**config.mk**
```make
export PLATFORM = sky130hd
export DESIGN_NAME = spwm_mod
export DESIGN_NICKNAME = d
export VERILOG_FILES = /design/src/rtl/spwm_pkg.sv /design/src/rtl/spwm_mod.sv
export VERILOG_INCLUDE_DIRS = /design/src /design/src/rtl
export SDC_FILE = /design/constraint.sdc
export NUM_CORES = 1
export LEC_CHECK = 0
export BUFFER_PORTS_ARGS = -buffer_cell sky130_fd_sc_hd__buf_2
export CAP_MARGIN = 10
export CORE_MARGIN = 5
export CORE_UTILIZATION = 60
export DETAILED_ROUTE_END_ITERATION = 12
export HOLD_SLACK_MARGIN = 0.08
export PLACE_DENSITY = 0.93
export RECOVER_POWER = 25
export SYNTH_ARGS = -nofsm -noshare
export SYNTH_HDL_FRONTEND = slang
export SYNTH_SLANG_ARGS = --single-unit
```
**constraint.sdc**
```tcl
create_clock -name clk -period 6.4 [get_ports clk]
set_input_delay 0.96 -clock clk [delete_from_list [all_inputs] [get_ports clk]]
set_output_delay 0.96 -clock clk [all_outputs]
set_load 0.005 [all_outputs]
```
**src/rtl/assert_macros.svh**
```systemverilog
// Assertion helpers shared by the RTL files.
`ifndef ASSERT_MACROS_SVH
`define ASSERT_MACROS_SVH

// Property checked on every clock edge outside reset.
`define ASSERT_CLK(label, clk, rst_n, prop, msg) \
  label: assert property (@(posedge clk) disable iff (!rst_n) prop) \
    else $error(msg);

// Condition that must never be true outside reset.
`define ASSERT_NEVER(label, clk, rst_n, cond, msg) \
  label: assert property (@(posedge clk) disable iff (!rst_n) !(cond)) \
    else $error(msg);

`endif

```
**src/rtl/spwm_pkg.sv**
```systemverilog
`timescale 1ns / 1ps
package spwm_pkg;

  localparam int CNT_W     = 8;
  localparam int IDX_W     = 12;
  localparam int LEN_W     = 13;
  localparam int DEAD_W    = 4;
  localparam int VAL_W     = 8;
  localparam int CFG_W     = 13;
  localparam int CFG_IDX_W = 3;
  localparam int TABLE_DEPTH_DEF = 4096;

  // remainder unit: quotient of (idx + step) / len stays below 2**(MOD_K_MAX + 1)
  localparam int MOD_K_MAX = 11;
  localparam int MOD_K_W   = 4;
  localparam int MOD_SH_W  = LEN_W + MOD_K_MAX;

  localparam logic OP_TICK  = 1'b0;
  localparam logic OP_WRITE = 1'b1;

  typedef enum logic [CFG_IDX_W-1:0] {
    CFG_CARRIER_PERIOD = 3'd0,
    CFG_PHASE_STEP     = 3'd1,
    CFG_TABLE_LENGTH   = 3'd2,
    CFG_B_START        = 3'd3,
    CFG_C_START        = 3'd4,
    CFG_DEAD_TICKS     = 3'd5
  } cfg_reg_t;

  localparam logic [CNT_W-1:0]  PERIOD_RST = 8'd100;
  localparam logic [IDX_W-1:0]  STEP_RST   = 12'd10;
  localparam logic [LEN_W-1:0]  LENGTH_RST = 13'd2100;
  localparam logic [IDX_W-1:0]  B_START_RST = 12'd700;
  localparam logic [IDX_W-1:0]  C_START_RST = 12'd1400;
  localparam logic [DEAD_W-1:0] DEAD_RST   = 4'd1;

  localparam logic [CNT_W-1:0] PERIOD_MIN = 8'd2;
  localparam logic [LEN_W-1:0] LEN_MIN    = 13'd3;
  localparam logic [LEN_W-1:0] LEN_MAX    = 13'd4096;

  // gate pair: {high, low}
  localparam logic [1:0] GATE_OFF  = 2'b00;
  localparam logic [1:0] GATE_LOW  = 2'b01;
  localparam logic [1:0] GATE_HIGH = 2'b10;
  localparam logic [1:0] GATE_BOTH = 2'b11;

  typedef logic [1:0] phase_t;
  localparam phase_t PH_A    = 2'd0;
  localparam phase_t PH_LAST = 2'd2;

  typedef enum logic [1:0] {
    S_IDLE,
    S_PHASE,
    S_MOD,
    S_EMIT
  } seq_state_t;

  typedef struct packed {
    logic in_valid;
    logic opcode;
    logic fast;
    logic mod_done;
    logic load_ok;
  } seq_in_t;

  typedef struct packed {
    logic in_ready;
    logic wr_en;
    logic rd_en;
    logic rd_home;
    logic gate_en;
    logic step_done;
    logic idx_from_mod;
    logic mod_start;
    logic cnt_en;
    logic out_load;
  } seq_ctl_t;

  typedef struct packed {
    logic             start;
    logic [LEN_W-1:0] value;
    logic [LEN_W-1:0] len;
  } mod_req_t;

endpackage

```
**src/rtl/spwm_mod.sv**
```systemverilog
`timescale 1ns / 1ps
`include "assert_macros.svh"
module spwm_mod import spwm_pkg::*; (
  input  logic             clk,
  input  logic             rst_n,
  input  mod_req_t         req,
  output logic [LEN_W-1:0] rem,
  output logic             done
);

  logic [LEN_W-1:0]   rem_r, rem_nxt;
  logic [LEN_W-1:0]   len_r;
  logic [MOD_K_W-1:0] k_r;
  logic               run_r;
  logic [MOD_SH_W-1:0] dvs;
  logic [MOD_SH_W-1:0] remx;

  // one restoring step per cycle, high quotient bit first
  always_comb begin
    dvs  = MOD_SH_W'(len_r) << k_r;
    remx = MOD_SH_W'(rem_r);
    if (remx >= dvs) begin
      rem_nxt = LEN_W'(remx - dvs);
    end else begin
      rem_nxt = rem_r;
    end
  end

  always_ff @(posedge clk) begin
    if (!rst_n) begin
      run_r <= 1'b0;
    end else if (req.start) begin
      run_r <= 1'b1;
    end else if (run_r && k_r == '0) begin
      run_r <= 1'b0;
    end
  end

  always_ff @(posedge clk) begin
    if (req.start) begin
      rem_r <= req.value;
      len_r <= req.len;
      k_r   <= MOD_K_W'(MOD_K_MAX);
    end else if (run_r) begin
      rem_r <= rem_nxt;
      k_r   <= k_r - MOD_K_W'(1);
    end
  end

  assign rem  = rem_r;
  assign done = !run_r;

  `ASSERT_CLK(a_rem_below_len, clk, rst_n, $fell(run_r) |-> (rem_r < len_r), "remainder not reduced")

endmodule

```
Word-level counts from Yosys, hierarchy flattened:

Index checks and enable logic that the tools add are counted.
W data, S select, Z words.

* input bits: 29
* output and inout port bits: 14
* bits in registers: 31
* word-level logic and storage cells: 20

* mux-type cells: 5
* reduce and logical (&&, ||, !) cells: 7
* $add $sub $neg: 2
* magnitude comparators: 1
* shift-type cells: 1

Operator list (count)
* $mux W13: 3
* $ge A13 B24 Y1: 1
* $shl A13 B4 Y24: 1
* $sub A13 B13 Y13: 1
* $reduce_bool A2 Y1: 3
* $logic_not A4 Y1: 1
* $sub A4 B1 Y4 const B: 1
* $mux W1: 2
* $reduce_and A2 Y1: 1
* $logic_and A1 B1 Y1: 1
* $logic_not A1 Y1: 1

Logic depth before layout (Yosys ltp):

Gate-level depths: netlist (run 1).

* depth after elaboration: 5
* mapped depth: 13
* gate-level depth less buffers: 11

Worst setup path before layout (run 1):

Ideal clock, no wire load.

* kind: reg2reg
* from: register k_r[2]
* to: register rem_r[0] (netlist: rem[0]) (enable)
* data arrival time: 3.221 ns
* stages on the path, launching flop included: 11
* data required time: 6.014 ns
* setup slack: 2.794 ns
* library setup time: 0.386 ns
* cells stage by stage: dfxtp_1 buf_1 clkbuf_1 nor4_1 ha_1 fa_1 nand2b_1 a211oi_1 o31ai_1 a21bo_2 a221oi_2

* cells in the longest elaborated chain, start to end: 4

Ends and longest elaborated chain
* start: declaration: RTL line spwm_mod.sv:13 `logic [MOD_K_W-1:0] k_r;`
* start signal: assignment: RTL line spwm_mod.sv:43 `k_r <= MOD_K_W'(MOD_K_MAX);`
* start signal: assignment: RTL line spwm_mod.sv:46 `k_r <= k_r - MOD_K_W'(1);`
* $shl A13 B4 Y24: RTL line spwm_mod.sv:20 `dvs = MOD_SH_W'(len_r) << k_r;`
* $ge A13 B24 Y1: RTL line spwm_mod.sv:22 `if (remx >= dvs) begin`
* $reduce_bool A2 Y1 (no source line)
* $reduce_and A2 Y1 (no source line)
* end signal: assignment: RTL line spwm_mod.sv:41 `rem_r <= req.value;`
* end signal: assignment: RTL line spwm_mod.sv:45 `rem_r <= rem_nxt;`
* end: declaration: RTL line spwm_mod.sv:11 `logic [LEN_W-1:0] rem_r, rem_nxt;`

Every way passes these cells.
A chain may end at the register's enable or synchronous reset.

Worst setup path after layout (run 1):

* from: register k_r[2]
* to: register rem_r[10] (netlist: rem[10]) (enable)

Same word-level chain as after synthesis.

==> flow_summary.ini, run 1 <==
[clock_tree]
cts_root_buf = clkbuf_8
cts_tree = yes
cts_max_level = 2
postCtsSetupRepairBufs = 0
clock_sinks = 31
clk_pin_slew_worst_paths_ps = 80
clk_path_buf_depth = 2
clk_latency_ps = 300
cts_resized = 0
cts_made_buffers = 5
holdBufCountCts = 0

[routing]
viasPerCell = 6.41
drc = 0
drt_iter0_drc = 317
routed_wirelength_mm = 6.41
drt_pass1_iterations = 5
vias = 2398
wire_per_inst_um = 17.1
ant_nets = 0

[timing]
finalCritPeriodShare_pct = 71.7
grt_setup_unrepaired = false
max_slew_margin_pct = -20.2
setup_tns_ps = 0
timing.fmax_mhz = 218
setup_viol = 0
min_period_ps = 4590
whs_ps = 581
finalHoldViolCount = 0
worst_pin_slew_ps = 1800
worst_clock_skew_ps = 15.5
drv_slew = 41

[floorplan]
die_x_um = 75.9
die_area_um2 = 5760
initial_core_util_pct = 60.7
rows = 24
ios = 43
chipHeight_um = 75.9
core_um2 = 4290

[global_route]
grt_start_max_net_pins = 41
grt_pass1_vias = 2311
antenna_found_initial = 0
grt_overflow = 0
grtUsageTotal_pct = 23.5
grt_pass1_wl_mm = 10.2

[worst_setup_path]
path_buf_inv = 1
arrival_ps = 4490
crit_fanout = 23
slowest_stage = a221oi_2
crit_type = reg2reg
cp_data_required_time_ps = 6300
worst_setup_path_end_kind = flop
path_delay_family = compound AO/OA/AOI/OAI gates
setup.worst_path.start_class = flop
worstPathCellList = inv_1 > nor3_1 > a31oi_1 > or2_2 > ha_1 > nand4_1 > a211oi_1 > o31ai_1 > a21bo_2 > a221oi_2
slowest_delay_ps = 980

[finish]
syn_to_final_growth_pct = 11.6
layout_commonest_cell = buf_2
final_cell_mix = buf_2, nand2_1, nor2_1
n_antenna_cell = 0
nFillCells = 330
layout.nets = 366
drive_gt1_share_pct = 20.5

[synth]
synth_edf_count = 26
yosysWarnings = 0
yosysUniqueCellTypes = 59
synthArstFlopShare_pct = 0
synth.yosys.seq_area_share_pct = 33.8
postSynthCellCount = 286
synth_area_um2 = 2600
ys_ff_latch = 31
synth_nets = 331
ys.flop_type = edfxtp_1
synth.avg_cell_area_um2 = 9.11

[placed_design]
port_buffers = 42
gp_congestion = 0.905
hpwlAfterDp_mm = 4.64

[run_status]
status = complete, but fails checks
failed_checks = max-capacitance violations, max-slew violations

[min_path]
hold_path_class = reg2reg

[pwr]
p_per_area_nw_per_um2 = 210
vdd_ir_drop_max_mv = 0.159
leakage_nw = 1.19

[run]
max_cap_viol_count = 1
==> routing by layer <==
layer  GRT usage (%)  vias to the layer above  wire, um
met5               0                        -         0
met4            11.3                        0       175
met3            3.43                       19       478
met2            37.9                      130      3110
met1            30.7                     1110      2650
li1                -                     1139         -
==> flip-flops by register name (all words and copies together), names as in the netlist <==
name   cells
k_r        4
len_r     13
rem       13
run_r      1
==> final timing paths <==
check                            from                  end  slack (ps)  cells after the start
setup / recovery  k_r[2]$_SDFFE_PP0P_    rem[10]$_DFFE_PP_        1810                     10
hold / removal     run_r$_SDFFE_PN0P_  k_r[0]$_SDFFE_PP1P_         580                      2
setup reg to reg  k_r[2]$_SDFFE_PP0P_    rem[10]$_DFFE_PP_        1810                     10
hold reg to reg    run_r$_SDFFE_PN0P_  k_r[0]$_SDFFE_PP1P_         580                      2
==> Yosys cell counts, types with 3 or more instances <==
library cell | count | area share (%)
clkbuf_1 | 8 | 1.2
nand2b_1 | 3 | 0.72
inv_1 | 11 | 1.6
dfxtp_1 | 5 | 3.8
nor4_1 | 6 | 1.4
o31ai_1 | 4 | 1.2
xnor2_1 | 4 | 1.3
o21ai_0 | 15 | 2.9
edfxtp_1 | 26 | 30
a21oi_1 | 17 | 3.3
ha_1 | 15 | 7.2
nand2_1 | 37 | 5.3
mux2i_1 | 13 | 5.0
buf_2 | 4 | 0.77
a311oi_1 | 3 | 1.0
a21o_1 | 3 | 0.86
a31oi_1 | 4 | 0.96
nor3_1 | 12 | 2.3
a211oi_1 | 8 | 2.3
nor3b_1 | 3 | 0.86
nor2_1 | 30 | 4.3
o21a_1 | 7 | 2.0
==> cells by family after synthesis <==
family / after synthesis / synth area share, %
AO/OA/AOI/OAI: 78 / 21.7
XOR/XNOR: 6 / 2.02
adder cells (fa/ha/maj): 16 / 7.97
buffers and inverters: 28 / 5.14
flip-flops: 31 / 33.8
multiplexers: 21 / 10.5
AND/OR/NAND/NOR: 106 / 18.9
==> stage by stage <==
step / cells / power [mW] / worst slack, ps / utilization, % / cell area, um^2
CTS: 374 / 0.605 / 1880 / 67.8 / 2910
global route: 374 / 0.636 / 1410 / 67.7 / 2910
floorplan: 286 / 0.384 / 2790 / - / 2610
global placement: 366 / 0.423 / 2120 / 65.4 / 2810
finish: 374 / 0.610 / 1810 / 67.7 / 2910
detailed placement: 366 / 0.429 / 1910 / 65.4 / 2810
==> power breakdown <==
part / switching [mW] / internal [mW] / leakage, nW
sequential: 0.0198 / 0.239 / 0.289
combinational: 0.0983 / 0.0732 / 0.849
clock: 0.0813 / 0.0978 / 0.0505
==> area by class of cell <==
cell class / instances / area [um^2] / share of cell area [%]
clock inverter: 1 / 7.51 / 0.258
tap: 52 / 65.1 / 2.24
timing repair buffer: 44 / 221 / 7.62
sequential: 31 / 881 / 30.3
multi-input combinational: 227 / 1590 / 54.7
clock buffer: 7 / 96.3 / 3.31
inverter: 12 / 45.0 / 1.55
==> worst reg2reg max path, stage by stage (launching register included) <==
cell      delay (ps)
dfxtp_1          860
inv_1            430
nor3_1           270
a31oi_1           50
or2_2            290
ha_1             370
nand4_1          150
a211oi_1         400
o31ai_1          160
a21bo_2          240
a221oi_2         980
No activity file was read; power rests on OpenSTA's default activity.
==> run 2: changes to the inputs <==
--- a/config.mk
+++ b/config.mk
@@ -9,10 +9,10 @@
 export BUFFER_PORTS_ARGS = -buffer_cell sky130_fd_sc_hd__buf_2
 export CAP_MARGIN = 10
 export CORE_MARGIN = 5
-export CORE_UTILIZATION = 60
+export CORE_UTILIZATION = 57
 export DETAILED_ROUTE_END_ITERATION = 12
 export HOLD_SLACK_MARGIN = 0.08
-export PLACE_DENSITY = 0.93
+export PLACE_DENSITY = 0.9
 export RECOVER_POWER = 25
 export SYNTH_ARGS = -nofsm -noshare
 export SYNTH_HDL_FRONTEND = slang
==> constraint.sdc (replaced) <==
create_clock -name clk -period 4.8 [get_ports clk]
set_input_delay 0.72 -clock clk [delete_from_list [all_inputs] [get_ports clk]]
set_output_delay 0.72 -clock clk [all_outputs]
set_load 0.005 [all_outputs]
==> run 2 against run 1 <==
The run still ends with max-capacitance violations, max-slew violations left. Via count down 0.67%. Die area up 4.6%. Utilization down 0.85 points. Sequential power up 34%. Design area up 0.82%. Global-route usage down 1.9 points. Final cell count up 0.27%. Critical endpoint is now rem[11]$_DFFE_PP_. Largest cell class unchanged.
==> flow_summary.ini, run 2 (synthesized netlist as in run 1, its figures left out) <==
[routing]
routed_wirelength_mm = 6.40
drt_pass1_iterations = 6
drt_iter0_drc = 338
wire_per_inst_um = 17.1
ant_nets = 0
viasPerCell = 6.35
drc = 0
vias = 2382

[global_route]
grtUsageTotal_pct = 21.6
grt_overflow = 0
grt_pass1_wl_mm = 10.6
antenna_found_initial = 0
grt_start_max_net_pins = 41
grt_pass1_vias = 2270

[run_status]
failed_checks = max-capacitance violations, max-slew violations
status = complete, but fails checks

[finish]
multi_input_area_um2 = 1590
layout_commonest_cell = buf_2
final_area_um2 = 2930
fin_util_pct = 66.8
nFillCells = 335
layout.nets = 367
drive_gt1_share_pct = 20.7
syn_to_final_growth_pct = 12.5
final_cell_mix = buf_2, nand2_1, nor2_1
n_antenna_cell = 0
seq_area_um2 = 881

[timing]
setup_viol = 0
min_period_ps = 4020
whs_ps = 578
finalCritPeriodShare_pct = 83.7
timing.fmax_mhz = 249
finalHoldViolCount = 0
max_slew_margin_pct = -21.3
grt_setup_unrepaired = false
setup_tns_ps = 0
worst_clock_skew_ps = 15.7
worst_pin_slew_ps = 1820
drv_slew = 41

[placed_design]
gp_congestion = 0.927
dpl_cell_area_um2 = 2810
hpwlAfterDp_mm = 4.69
port_buffers = 42

[clock_tree]
cts_resized = 0
cts_made_buffers = 5
holdBufCountCts = 0
clk_pin_slew_worst_paths_ps = 60
clock_sinks = 31
cts_max_level = 2
clk_latency_ps = 300
cts_root_buf = clkbuf_8
clk_path_buf_depth = 2
postCtsSetupRepairBufs = 0
cts_tree = yes

[floorplan]
rows = 24
core_um2 = 4380
die_area_um2 = 6020
chipHeight_um = 77.6
initial_core_util_pct = 59.4
die_x_um = 77.6
ios = 43

[min_path]
hold_path_class = reg2reg

[worst_setup_path]
worst_setup_path_end_kind = flop
reg2reg_from = k_r[0]$_SDFFE_PP1P_
cp-endpoint = rem[11]$_DFFE_PP_
startpoint = k_r[0]$_SDFFE_PP1P_
arrival_ps = 4010
reg2reg_setup_slack_ps = 780
slowest_delay_ps = 890
setup.worst_path.start_class = flop
crit_fanout = 23
timing.rr.end = rem[11]$_DFFE_PP_
crit_type = reg2reg
worstPathCellList = inv_2 > nand2_1 > a21oi_1 > or3_1 > ha_1 > nand4_1 > a211oi_1 > o31ai_1 > a21bo_2 > a221oi_2 > buf_4
cp_data_required_time_ps = 4790
r2r_cells = 11
slowest_stage = dfxtp_1

[pwr]
leakage_nw = 1.21
p_sw_uw = 262
swShare_pct = 30.9
p_per_area_nw_per_um2 = 289
p_int_uw = 585
clockPowerShare_pct = 32.0
pwr-share-comb_pct = 27.0
power_frac_seq_pct = 41.0
vdd_ir_drop_max_mv = 0.227

[run]
max_cap_viol_count = 1
==> run 2: changes by cell type in the layout (fill, tap and decap cells not counted), sizes merged <==
cell | previous run | this run
clkinvlp | 1 | 0
buf | 43 | 44
clkbuf | 8 | 7
bufinv | 0 | 1
clkinv | 0 | 1
==> run 2: per-layer routing <==
layer,share of wire (%),track usage (%),up-vias
li1,-,-,1147
met5,0,0,-
met4,2.7,10.3,0
met2,46,33.1,132
met1,43,28.7,1085
met3,9.1,4.86,18
==> run 2: critical path: cells and delay by family, from the launching register on <==
family | cells | cell delay (ps)
AO/OA/AOI/OAI | 5 | 1160
buffers and inverters | 2 | 580
flip-flops | 1 | 890
AND/OR/NAND/NOR | 3 | 720
adder cells (fa/ha/maj) | 1 | 370
==> run 2: worst min-delay path by stage <==
| stage | startpoint | endpoint | slack, ps | cells past startpoint |
|---|---|---|---|---|
| floorplan | run_r$_SDFFE_PN0P_ | k_r[1]$_SDFFE_PP1P_ | 520 | 3 |
| detailed placement | run_r$_SDFFE_PN0P_ | k_r[0]$_SDFFE_PP1P_ | 550 | 2 |
| CTS | run_r$_SDFFE_PN0P_ | k_r[0]$_SDFFE_PP1P_ | 570 | 2 |
| global route | req[6] | len_r[6]$_DFFE_PP_ | 580 | 1 |
| global placement | run_r$_SDFFE_PN0P_ | k_r[0]$_SDFFE_PP1P_ | 550 | 2 |
| finish | run_r$_SDFFE_PN0P_ | k_r[0]$_SDFFE_PP1P_ | 580 | 2 |
==> run 2: cell type report <==
cell class | instances | area share, %
timing repair buffer | 45 | 7.90
tap | 52 | 2.22
sequential | 31 | 30.1
clock buffer | 6 | 2.82
clock inverter | 2 | 1.20
inverter | 12 | 1.54
multi-input combinational | 227 | 54.3
==> run 2: power groups by stage <==
stage	Combinational (mW)	Sequential (mW)	Clock (mW)
6_report	0.229	0.347	0.271
5_1_grt	0.252	0.350	0.291
4_1_cts	0.224	0.346	0.275
3_5_place_dp	0.222	0.352	0
3_3_place_gp	0.217	0.351	0
2_1_floorplan	0.172	0.340	0
==> run 2: through the flow <==
step | std cells | power [mW] | worst slack [ps]
finish | 375 | 0.848 | 780
global route | 375 | 0.893 | 500
CTS | 375 | 0.846 | 807
detailed placement | 367 | 0.574 | 839
global placement | 367 | 0.568 | 945
floorplan | 286 | 0.512 | 1190
