[src/rtl/assert_macros.svh]
// Assertion helpers shared by the RTL files.
`ifndef ASSERT_MACROS_SVH
`define ASSERT_MACROS_SVH

// Property checked on every clock edge outside reset.
`define ASSERT_CLK(label, clk, rst_n, prop, msg) \
  label: assert property (@(posedge clk) disable iff (!rst_n) prop) \
    else $error(msg);

// Condition that must never be true outside reset.
`define ASSERT_NEVER(label, clk, rst_n, cond, msg) \
  label: assert property (@(posedge clk) disable iff (!rst_n) !(cond)) \
    else $error(msg);

`endif

[src/rtl/spwm_pkg.sv]
`timescale 1ns / 1ps
package spwm_pkg;

  localparam int CNT_W     = 8;
  localparam int IDX_W     = 12;
  localparam int LEN_W     = 13;
  localparam int DEAD_W    = 4;
  localparam int VAL_W     = 8;
  localparam int CFG_W     = 13;
  localparam int CFG_IDX_W = 3;
  localparam int TABLE_DEPTH_DEF = 4096;

  // remainder unit: quotient of (idx + step) / len stays below 2**(MOD_K_MAX + 1)
  localparam int MOD_K_MAX = 11;
  localparam int MOD_K_W   = 4;
  localparam int MOD_SH_W  = LEN_W + MOD_K_MAX;

  localparam logic OP_TICK  = 1'b0;
  localparam logic OP_WRITE = 1'b1;

  typedef enum logic [CFG_IDX_W-1:0] {
    CFG_CARRIER_PERIOD = 3'd0,
    CFG_PHASE_STEP     = 3'd1,
    CFG_TABLE_LENGTH   = 3'd2,
    CFG_B_START        = 3'd3,
    CFG_C_START        = 3'd4,
    CFG_DEAD_TICKS     = 3'd5
  } cfg_reg_t;

  localparam logic [CNT_W-1:0]  PERIOD_RST = 8'd100;
  localparam logic [IDX_W-1:0]  STEP_RST   = 12'd10;
  localparam logic [LEN_W-1:0]  LENGTH_RST = 13'd2100;
  localparam logic [IDX_W-1:0]  B_START_RST = 12'd700;
  localparam logic [IDX_W-1:0]  C_START_RST = 12'd1400;
  localparam logic [DEAD_W-1:0] DEAD_RST   = 4'd1;

  localparam logic [CNT_W-1:0] PERIOD_MIN = 8'd2;
  localparam logic [LEN_W-1:0] LEN_MIN    = 13'd3;
  localparam logic [LEN_W-1:0] LEN_MAX    = 13'd4096;

  // gate pair: {high, low}
  localparam logic [1:0] GATE_OFF  = 2'b00;
  localparam logic [1:0] GATE_LOW  = 2'b01;
  localparam logic [1:0] GATE_HIGH = 2'b10;
  localparam logic [1:0] GATE_BOTH = 2'b11;

  typedef logic [1:0] phase_t;
  localparam phase_t PH_A    = 2'd0;
  localparam phase_t PH_LAST = 2'd2;

  typedef enum logic [1:0] {
    S_IDLE,
    S_PHASE,
    S_MOD,
    S_EMIT
  } seq_state_t;

  typedef struct packed {
    logic in_valid;
    logic opcode;
    logic fast;
    logic mod_done;
    logic load_ok;
  } seq_in_t;

  typedef struct packed {
    logic in_ready;
    logic wr_en;
    logic rd_en;
    logic rd_home;
    logic gate_en;
    logic step_done;
    logic idx_from_mod;
    logic mod_start;
    logic cnt_en;
    logic out_load;
  } seq_ctl_t;

  typedef struct packed {
    logic             start;
    logic [LEN_W-1:0] value;
    logic [LEN_W-1:0] len;
  } mod_req_t;

endpackage

[src/rtl/spwm_seq.sv]
`timescale 1ns / 1ps
`include "assert_macros.svh"
module spwm_seq import spwm_pkg::*; (
  input  logic     clk,
  input  logic     rst_n,
  input  seq_in_t  sin,
  output seq_ctl_t ctl
);

  seq_state_t state_r, state_nxt;
  phase_t     ph_r, ph_nxt;
  logic       adv_ok;
  logic       finish;
  logic       emit_done;
  logic       accept;
  logic       is_tick;
  seq_state_t after_item;

  always_ff @(posedge clk) begin
    if (!rst_n) begin
      state_r <= S_IDLE;
      ph_r    <= PH_A;
    end else begin
      state_r <= state_nxt;
      ph_r    <= ph_nxt;
    end
  end

  // control outputs
  always_comb begin
    ctl       = '0;
    adv_ok    = (ph_r != PH_LAST) || sin.load_ok;
    ctl.gate_en   = (state_r == S_PHASE) && (!sin.fast || adv_ok);
    ctl.mod_start = (state_r == S_PHASE) && !sin.fast;
    ctl.step_done = ((state_r == S_PHASE) && sin.fast && adv_ok) ||
                    ((state_r == S_MOD) && sin.mod_done && adv_ok);
    ctl.idx_from_mod = (state_r == S_MOD);
    finish    = ctl.step_done && (ph_r == PH_LAST);
    emit_done = (state_r == S_EMIT) && sin.load_ok;
    ctl.in_ready = (state_r == S_IDLE) || emit_done || finish;
    accept    = sin.in_valid && ctl.in_ready;
    is_tick   = (sin.opcode == OP_TICK);
    ctl.wr_en = accept && !is_tick;
    // phase slots rotate, so the next phase always sits in slot 1 mid-tick
    ctl.rd_home  = (state_r == S_IDLE) || (state_r == S_EMIT);
    ctl.rd_en    = (accept && is_tick) || (ctl.step_done && (ph_r != PH_LAST));
    ctl.cnt_en   = finish;
    ctl.out_load = finish || emit_done;
  end

  // next state
  always_comb begin
    state_nxt  = state_r;
    ph_nxt     = ph_r;
    after_item = S_IDLE;
    if (accept) begin
      after_item = is_tick ? S_PHASE : S_EMIT;
    end
    if (ctl.step_done) begin
      ph_nxt = (ph_r == PH_LAST) ? PH_A : ph_r + phase_t'(1);
    end
    unique case (state_r)
      S_IDLE: begin
        state_nxt = after_item;
      end
      S_PHASE: begin
        if (!sin.fast) begin
          state_nxt = S_MOD;
        end else if (finish) begin
          state_nxt = after_item;
        end
      end
      S_MOD: begin
        if (finish) begin
          state_nxt = after_item;
        end else if (ctl.step_done) begin
          state_nxt = S_PHASE;
        end
      end
      S_EMIT: begin
        if (emit_done) begin
          state_nxt = after_item;
        end
      end
      default: begin
        state_nxt = S_IDLE;
      end
    endcase
  end

  `ASSERT_CLK(a_tick_starts_at_a, clk, rst_n, (accept && is_tick) |=> (state_r == S_PHASE && ph_r == PH_A), "tick did not start at phase a")
  `ASSERT_CLK(a_phase_moves_on_step, clk, rst_n, !$stable(ph_r) |-> $past(ctl.step_done), "phase moved without a finished step")

endmodule

[config.mk]
export PLATFORM = sky130hd
export DESIGN_NAME = spwm_seq
export DESIGN_NICKNAME = d
export VERILOG_FILES = /design/src/rtl/spwm_pkg.sv /design/src/rtl/spwm_seq.sv
export VERILOG_INCLUDE_DIRS = /design/src /design/src/rtl
export SDC_FILE = /design/constraint.sdc
export NUM_CORES = 1
export LEC_CHECK = 0
export ABC_CLOCK_PERIOD_IN_PS = 1500
export CAP_MARGIN = 20
export CORE_MARGIN = 1
export CORE_UTILIZATION = 25
export CTS_BUF_LIST = sky130_fd_sc_hd__clkbuf_16
export DETAILED_ROUTE_END_ITERATION = 10
export DONT_BUFFER_PORTS = 1
export GPL_TIMING_DRIVEN = 0
export SYNTH_ARGS = -nofsm -noshare
export SYNTH_HDL_FRONTEND = slang
export SYNTH_SLANG_ARGS = --single-unit
export TNS_END_PERCENT = 100
[constraint.sdc]
create_clock -name clk -period 1.5 [get_ports clk]
set_input_delay 0.075 -clock clk [delete_from_list [all_inputs] [get_ports clk]]
set_output_delay 0.075 -clock clk [all_outputs]
set_load 0.02 [all_outputs]
Yosys cells after proc, flatten, opt, wreduce, memory -nomap -nowiden

Cells that the tools add are included.

Bits in latches: 0
Input port bits: 7
Bits in read-only memories: 0
Output and inout port bits: 10
Word-level logic and storage cells: 44
Bits in writable memories: 0
Memories: 0
Register bits after elaboration: 4

Magnitude comparators: 0
Multipliers: 0
Reductions and logical operators: 23
Add/subtract/negate cells: 1
Mux-type cells: 9
Div/mod/pow operators: 0
Equal/unequal tests: 8
Bitwise gates (word level): 1
Shift-type cells: 0

Operator list:

| kind                | number |
|---|---|
| $mux 2              | 8 |
| $logic_and 1x1->1   | 12 |
| $logic_or 1x1->1    | 8 |
| $pmux 2 s4          | 1 |
| $eq 2x2->1 const B  | 3 |
| $ne 2x2->1 const B  | 2 |
| $ne 3x1->1 const B  | 1 |
| $ne 3x3->1 const B  | 1 |
| $reduce_and 3->1    | 1 |
| $add 2x1->2 const B | 1 |
| $eq 2x1->1 const B  | 1 |
| $logic_not 2->1     | 1 |
| $logic_not 1->1     | 1 |
| $not 1->1           | 1 |

Logic depth before layout (Yosys ltp)

Gate-level depths: netlist (run 1).

Word-level depth: 11
Gate-level depth with buffers: 6
Mapped depth without buffers: 6

Worst setup path after synthesis (run 1)

Ideal clock, no wire load.

Path kind: flip-flop to output port
Start point: register state_r[0]
End point: output ctl[9] (netlist bit)
Data arrival time: 1.708 ns
Path buffers: 0
Stages on the path, launching flop included: 7
Setup slack: -0.283 ns
Cells stage by stage: dfxtp_1 inv_1 ha_1 a22oi_4 nor2_1 o21a_1 or2_1

RTL lines:

| element                  | RTL line       | RTL |
|---|---|---|
| start: declaration       | spwm_seq.sv:10 | `seq_state_t state_r, state_nxt;` |
| start signal: assignment | spwm_seq.sv:24 | `state_r <= state_nxt;` |
| end: declaration         | spwm_seq.sv:7  | `output seq_ctl_t ctl` |

==> metrics.md, run 1 <==
| Metric | Value |
|---|---|
| Hold Fails Final Rpt | `0` |
| Crit end category | `output port` |
| Unrepaired setup endpoints after global routing | `true` |
| Number of synthesized register bits | `4` |
| Vias in the first global route | `422` |
| Post-synth top area share | `0.181` |
| Main combinational cell family by area after synthesis | `simple AND/OR/NAND/NOR gates` |
| Synth Area in XOR/XNOR | `0` |
| Critical Path RT | `1420 ps` |
| GRT overflow | `0` |
| Chip height | `44.1 um` |
| Max stage delay on crit path | `370 ps` |
| WP data arrival | `1660 ps` |
| R2R depth | `7` |
| Total placed cells including tap cells | `73` |
| Logic pwr share | `0.494` |
| Worst-path fanout max | `7` |
| Max-cap viol count | `0` |
| Clk pin slew, worst setup/hold paths | `30 ps` |
| Antenna viol nets, final | `0` |
| Drt first pass iters | `7` |
| Pwr Total | `1.15 mW` |
| Sw Pwr | `429 uW` |
| Worst R2R Start | `state_r[0]` |
| Mux contribution to synthesized area | `0` |
| Share of post-route cells with drive strength above 1 | `0.400` |
| Worst reg-to-reg setup slack | `-160 ps` |
| Clk root buf | `clkbuf_16` |
| Placer Congestion | `0.748` |
| Worst setup margin | `-238 ps` |
| Register area share after synthesis | `0.181` |
| Failing checks | `DRC, setup timing` |
| Die ar. | `1940 um^2` |
| Internal power | `722 uW` |
| Clock buffer depth | `2` |
| Synth Area in Simple Gates | `0.333` |
| Top Ports | `17` |
| Setup_tns | `-634 ps` |
| Max-slew violations | `0` |
| Register Area | `87.6 um^2` |
| Post-DP HPWL | `782 um` |
| Slew @ Worst Pin | `445 ps` |
| Largest net degree at the start of global routing | `8` |
| Compound-gate portion of the synthesized area | `0.322` |
| Wire length per cell | `14.1 um` |
| Pre-CTS setup slack | `-168 ps` |
| Global-route wire length before repair | `1.76 mm` |
| Worst path slowest cell | `dfxtp_4` |
| Core area | `1580 um^2` |
| Non-filler cells, final | `81` |
| Avg Inst Size Synth | `7.77 um^2` |
| Fin crit share | `1.16` |
| Leak | `0.266 nW` |
| Vias per inst | `5.33` |
| Footprint of the multi-input gates | `410 um^2` |
| Num rows | `14` |
| Initial DRC count | `3` |
| Yosys cell types | `28` |
| Adder-cell share of the synthesized area | `0.113` |
| # DRC | `2` |
| Die width | `44.1 um` |
| ANT cells | `0` |
| HP Class | `in2reg` |
| Starting Density | `0.281` |
| Crit Path Category | `reg2out` |
| Final setup vio count | `6` |
| Fin Hold WS | `17.4 ps` |
| Outcome | `complete, but fails checks` |
| Antenna violations before repair | `0` |
| Hold Path End | `ph_r[1]` |
| Clock power share | `0.356` |
| Relative slew slack | `0.703` |
| H-Tree Depth | `1` |
| Min-delay src | `rst_n` |
| # nets final | `78` |
| Port Buffer Count | `0` |
| Mapped Nets | `68` |
| Peak Freq | `575 MHz` |
| Synth warn | `0` |
| Most area-hungry cell type in the Yosys netlist | `dfxtp_1` |
| Pwr dens | `1730 nW/um^2` |
| Post-route minimum period | `1740 ps` |
| Largest cells by area after synthesis | `dfxtp_1 18%, ha_1 11%, nand2_1 6.8%` |
| GRT Overall Usage | `0.126` |
| Fillers | `156` |
| Area Growth Syn to Fin | `50.3%` |
| CTS Sinks | `4` |
| Clock skew | `0.288 ps` |
| Critical path startpoint category | `register` |
| R2r endpoint | `state_r[0]` |
| Synth Cell Area | `443 um^2` |
| Clk_lat worst skew | `220 ps` |
| Hold path depth | `1` |
| DR vias | `432` |
| Mapped Cells | `57` |
| Flop pwr share | `0.150` |
| Switching share of total power | `0.373` |
| Cell breakdown of the critical path | `inv_4 > ha_4 > a22oi_4 > nor2_1 > o21a_2 > or2_4` |
| WL final | `1.15 mm` |
| Clock buffer count from CTS | `3` |
| CTS tree | `built` |
| IR drop worst, VDD | `0.000730 V` |
-- routing by layer --
layer | global-route usage | routed length, um | vias to the layer above
met5 | 0 | 0 | -
met4 | 0.0727 | 0 | 0
met3 | 0.0286 | 57 | 0
met2 | 0.209 | 626 | 12
met1 | 0.148 | 462 | 195
li1 | - | - | 225
-- critical path, delay by kind of cell (launching register included) --
family	cells	cell delay, ps
compound gates	2	480
fa+ha+maj	1	200
buf+inv	1	40
flops	1	370
simple gates	2	350
-- worst max path at each step --
stage	startpoint	to	slack (ps)	cells after the start
after floorplan	state_r[0]	ctl[9]	-60	6
after global placement	state_r[0]	state_r[0]	-180	6
after detailed placement	state_r[0]	state_r[0]	-170	6
after CTS	state_r[0]	ctl[9]	-230	6
after global routing	state_r[0]	ctl[9]	-300	6
final	state_r[0]	ctl[9]	-240	6
-- Yosys cell counts --
cell type	instances
nand2b_1	2
o221a_1	1
and3_1	2
inv_1	4
nand2_1	8
o21ai_1	1
a22oi_1	1
dfxtp_1	4
a22oi_4	1
ha_1	4
buf_4	1
nor2_1	5
nor3_4	1
a211o_1	1
nor3_1	1
a221oi_2	1
nor3b_1	2
or2_1	1
o21a_1	2
and2b_1	1
o21ai_0	2
a21boi_0	2
a32oi_1	1
o22ai_1	1
o32ai_1	1
nand3_1	1
nor2b_1	3
a21oi_1	2
-- cells by family after synthesis --
| kind of cell | count (synthesis) |
|---|---|
| and+or+nand+nor | 27 |
| AOI/OAI and AO/OA | 17 |
| buffers and inverters | 5 |
| adders and majority gates | 4 |
| DFF | 4 |
-- registers in the layout, summed over array words and instances, names as in the netlist --
register  flops
ph_r          2
state_r       2
-- final cells by class --
type                       count  area share
clock buffer                   3       0.113
buffer                         1      0.0169
multi-input combinational     48       0.617
tap                           16      0.0301
inverter                       4      0.0263
timing repair buffer           5      0.0658
sequential                     4       0.132
-- timing repair --
| action | 4_1_cts | 5_1_grt |
|---|---|---|
| endpoints found under the hold margin | 2 | 0 |
| gates resized for setup | 8 | 9 |
| hold buffers | 1 | 0 |
| pin swaps | 5 | 2 |
| setup buffers | 5 | 0 |
| endpoints found under the setup margin | 8 | 9 |
-- power groups by stage --
stage	combinational (mW)	sequential, mW	clock [mW]
floorplan	0.388	0.159	0
global placement	0.445	0.163	0
detailed placement	0.445	0.164	0
CTS	0.541	0.171	0.416
global route	0.613	0.177	0.426
finish	0.568	0.173	0.410
-- cells in the final DEF, fill, tap and decap left out, types with 3 or more instances in the layout --
| cell type | count |
|---|---|
| buf_4 | 3 |
| clkbuf_16 | 3 |
| inv_1 | 3 |
| nand2_1 | 8 |
| nor2_1 | 4 |
-- per-stage QoR --
step,area [um^2],util
floorplan,464,-
finish,666,0.422
CTS,641,0.406
detailed placement,484,0.307
global placement,484,0.307
global route,666,0.422
Note: power is estimated with default switching activity, not from simulation.
==> run 2, diff against run 1 <==
--- a/config.mk
+++ b/config.mk
@@ -10,7 +10,6 @@
 export CAP_MARGIN = 20
 export CORE_MARGIN = 1
 export CORE_UTILIZATION = 25
-export CTS_BUF_LIST = sky130_fd_sc_hd__clkbuf_16
 export DETAILED_ROUTE_END_ITERATION = 10
 export DONT_BUFFER_PORTS = 1
 export GPL_TIMING_DRIVEN = 0
==> constraint.sdc (replaced) <==
create_clock -name clk -period 1.5 [get_ports clk]
set_input_delay 0.15 -clock clk [delete_from_list [all_inputs] [get_ports clk]]
set_output_delay 0.15 -clock clk [all_outputs]
set_load 0.02 [all_outputs]
==> run 2 against run 1 <==
Net effect:
- the flow still finishes with violations (DRC, setup timing)
- fmax decreased by 2.7%
- register-to-register slack got worse by 40 ps
- worst hold slack improved by 40 ps
- critical path type unchanged
- first-iteration DRC count increased by 67%
- via count increased by 4.2%
- clock-buffer cell count unchanged
- design area decreased by 5.3%
- non-clock buffer count increased by 1
- sequential power about the same
==> metrics.md, run 2 (synthesis gave the netlist of run 1 again) <==
| Metric | Value |
|---|---|
| Max-slew violations | `0` |
| Failing checks | `DRC, setup timing` |
| Share of post-route cells with drive strength above 1 | `0.424` |
| WL final | `1.19 mm` |
| Hold Fails Final Rpt | `0` |
| Top Registers | `ph_r: 2 flops, state_r: 2 flops` |
| Cell breakdown of the critical path | `inv_4 > ha_4 > a22oi_4 > nor2_1 > o21a_2 > or2_4` |
| GRT overflow | `0` |
| R2r endpoint | `state_r[0]` |
| Peak Freq | `560 MHz` |
| Clock buffer count from CTS | `3` |
| Switching share of total power | `0.453` |
| R2R depth | `8` |
| Chip height | `44.1 um` |
| Hold_buf cts | `0` |
| Most common cell after layout, fill and taps aside | `nand2_1` |
| Global-route wire length before repair | `1.73 mm` |
| Flop pwr share | `0.188` |
| CTS tree | `built` |
| Relative slew slack | `0.676` |
| Initial DRC count | `5` |
| Final setup vio count | `7` |
| Unrepaired setup endpoints after global routing | `true` |
| Vias per inst | `5.49` |
| Clk pin slew, worst setup/hold paths | `30 ps` |
| Outcome | `complete, but fails checks` |
| Largest net degree at the start of global routing | `8` |
| Vias in the first global route | `434` |
| Hold path depth | `1` |
| Num rows | `14` |
| Wire length per cell | `14.5 um` |
| Placer Congestion | `0.748` |
| Min-delay src | `rst_n` |
| Crit end category | `output port` |
| Area Growth Syn to Fin | `42.4%` |
| Post-route minimum period | `1790 ps` |
| Pwr Total | `917 uW` |
| Hold Path End | `ph_r[0]` |
| Fin crit share | `1.19` |
| Non-filler cells, final | `82` |
| # DRC | `2` |
| Worst setup margin | `-286 ps` |
| Clock power share | `0.137` |
| H-Tree Depth | `1` |
| Logic pwr share | `0.674` |
| Critical path startpoint category | `register` |
| Max-cap viol count | `0` |
| Starting Density | `0.281` |
| Critical Path RT | `1350 ps` |
| Max stage delay on crit path | `370 ps` |
| WP data arrival | `1640 ps` |
| Antenna viol nets, final | `0` |
| Setup crit start | `state_r[0]` |
| Total placed cells including tap cells | `73` |
| DR vias | `450` |
| Port Buffer Count | `0` |
| Top Ports | `17` |
| Leak | `0.251 nW` |
| Antenna violations before repair | `0` |
| Crit Path Category | `reg2out` |
| Die width | `44.1 um` |
| Die ar. | `1940 um^2` |
| Most frequent cells in the layout | `8 x nand2_1, 4 x nor2_1, 4 x buf_6` |
| Clk_lat worst skew | `230 ps` |
| Clock skew | `1.44 ps` |
| HP Class | `in2reg` |
| Worst path slowest cell | `dfxtp_4` |
| Fin Hold WS | `57.4 ps` |
| Core area | `1580 um^2` |
| GRT Overall Usage | `0.124` |
| # nets final | `79` |
| Clock buffer depth | `2` |
| Drt first pass iters | `7` |
| Sw Pwr | `416 uW` |
| Worst reg-to-reg setup slack | `-200 ps` |
| ANT cells | `0` |
| Setup_tns | `-1170 ps` |
| Clk root buf | `clkbuf_4` |
| CTS Sinks | `4` |
| Pwr dens | `1450 nW/um^2` |
| Slew @ Worst Pin | `484 ps` |
| Worst-path fanout max | `7` |
| Internal power | `502 uW` |
| IR drop worst, VDD | `0.000486 V` |
| Post-DP HPWL | `782 um` |
| Worst R2R Start | `state_r[0]` |
## run 2: worst max path at each step
| stage | endpoint | cells after the start |
|---|---|---|
| after floorplan | ctl[9] | 6 |
| after global placement | ctl[9] | 6 |
| after detailed placement | ctl[9] | 6 |
| after CTS | ctl[9] | 6 |
| after global routing | ctl[9] | 6 |
| final | ctl[9] | 6 |
## run 2: metal layers
metal	GRT usage	up-vias	routed length, um
li1	-	225	-
met1	0.135	209	427
met2	0.218	16	670
met3	0.0408	0	87
met4	0.0545	0	0
met5	0	-	0
## run 2: per-stage QoR
step,area [um^2],setup WS (ps),utilization
after CTS,606,-282,0.384
after global routing,631,-339,0.400
final,631,-286,0.400
after floorplan,464,-136,-
after detailed placement,484,-230,0.307
after global placement,484,-229,0.307
## run 2: worst max-delay path: cells and delay by family (launching register included)
family          cells  cell delay (ps)
flops               1              370
buf+inv             1               40
simple gates        2              350
compound gates      2              440
fa+ha+maj           1              200
## run 2: timing repair
action	CTS	global route
resized for setup	15	7
setup buffers	5	2
setup endpoints to repair	9	10
pin swaps	10	1
## run 2: final cells by class
| class | count | area [um^2] |
|---|---|---|
| Buffer | 1 | 11.3 |
| Clock buffer | 3 | 22.5 |
| Fill cell | 153 | 946 |
| Inverter | 4 | 17.5 |
| Multi-Input combinational cell | 48 | 415 |
| Sequential cell | 4 | 87.6 |
| Tap cell | 16 | 20.0 |
| Timing Repair Buffer | 6 | 56.3 |
## run 2: power by group through the flow
stage                     combinational, mW  sequential, mW  clock, mW
final                                 0.619           0.173      0.126
after global routing                  0.663           0.177      0.138
after CTS                             0.574           0.172      0.134
after detailed placement              0.445           0.164          0
after global placement                0.445           0.163          0
after floorplan                       0.388           0.159          0
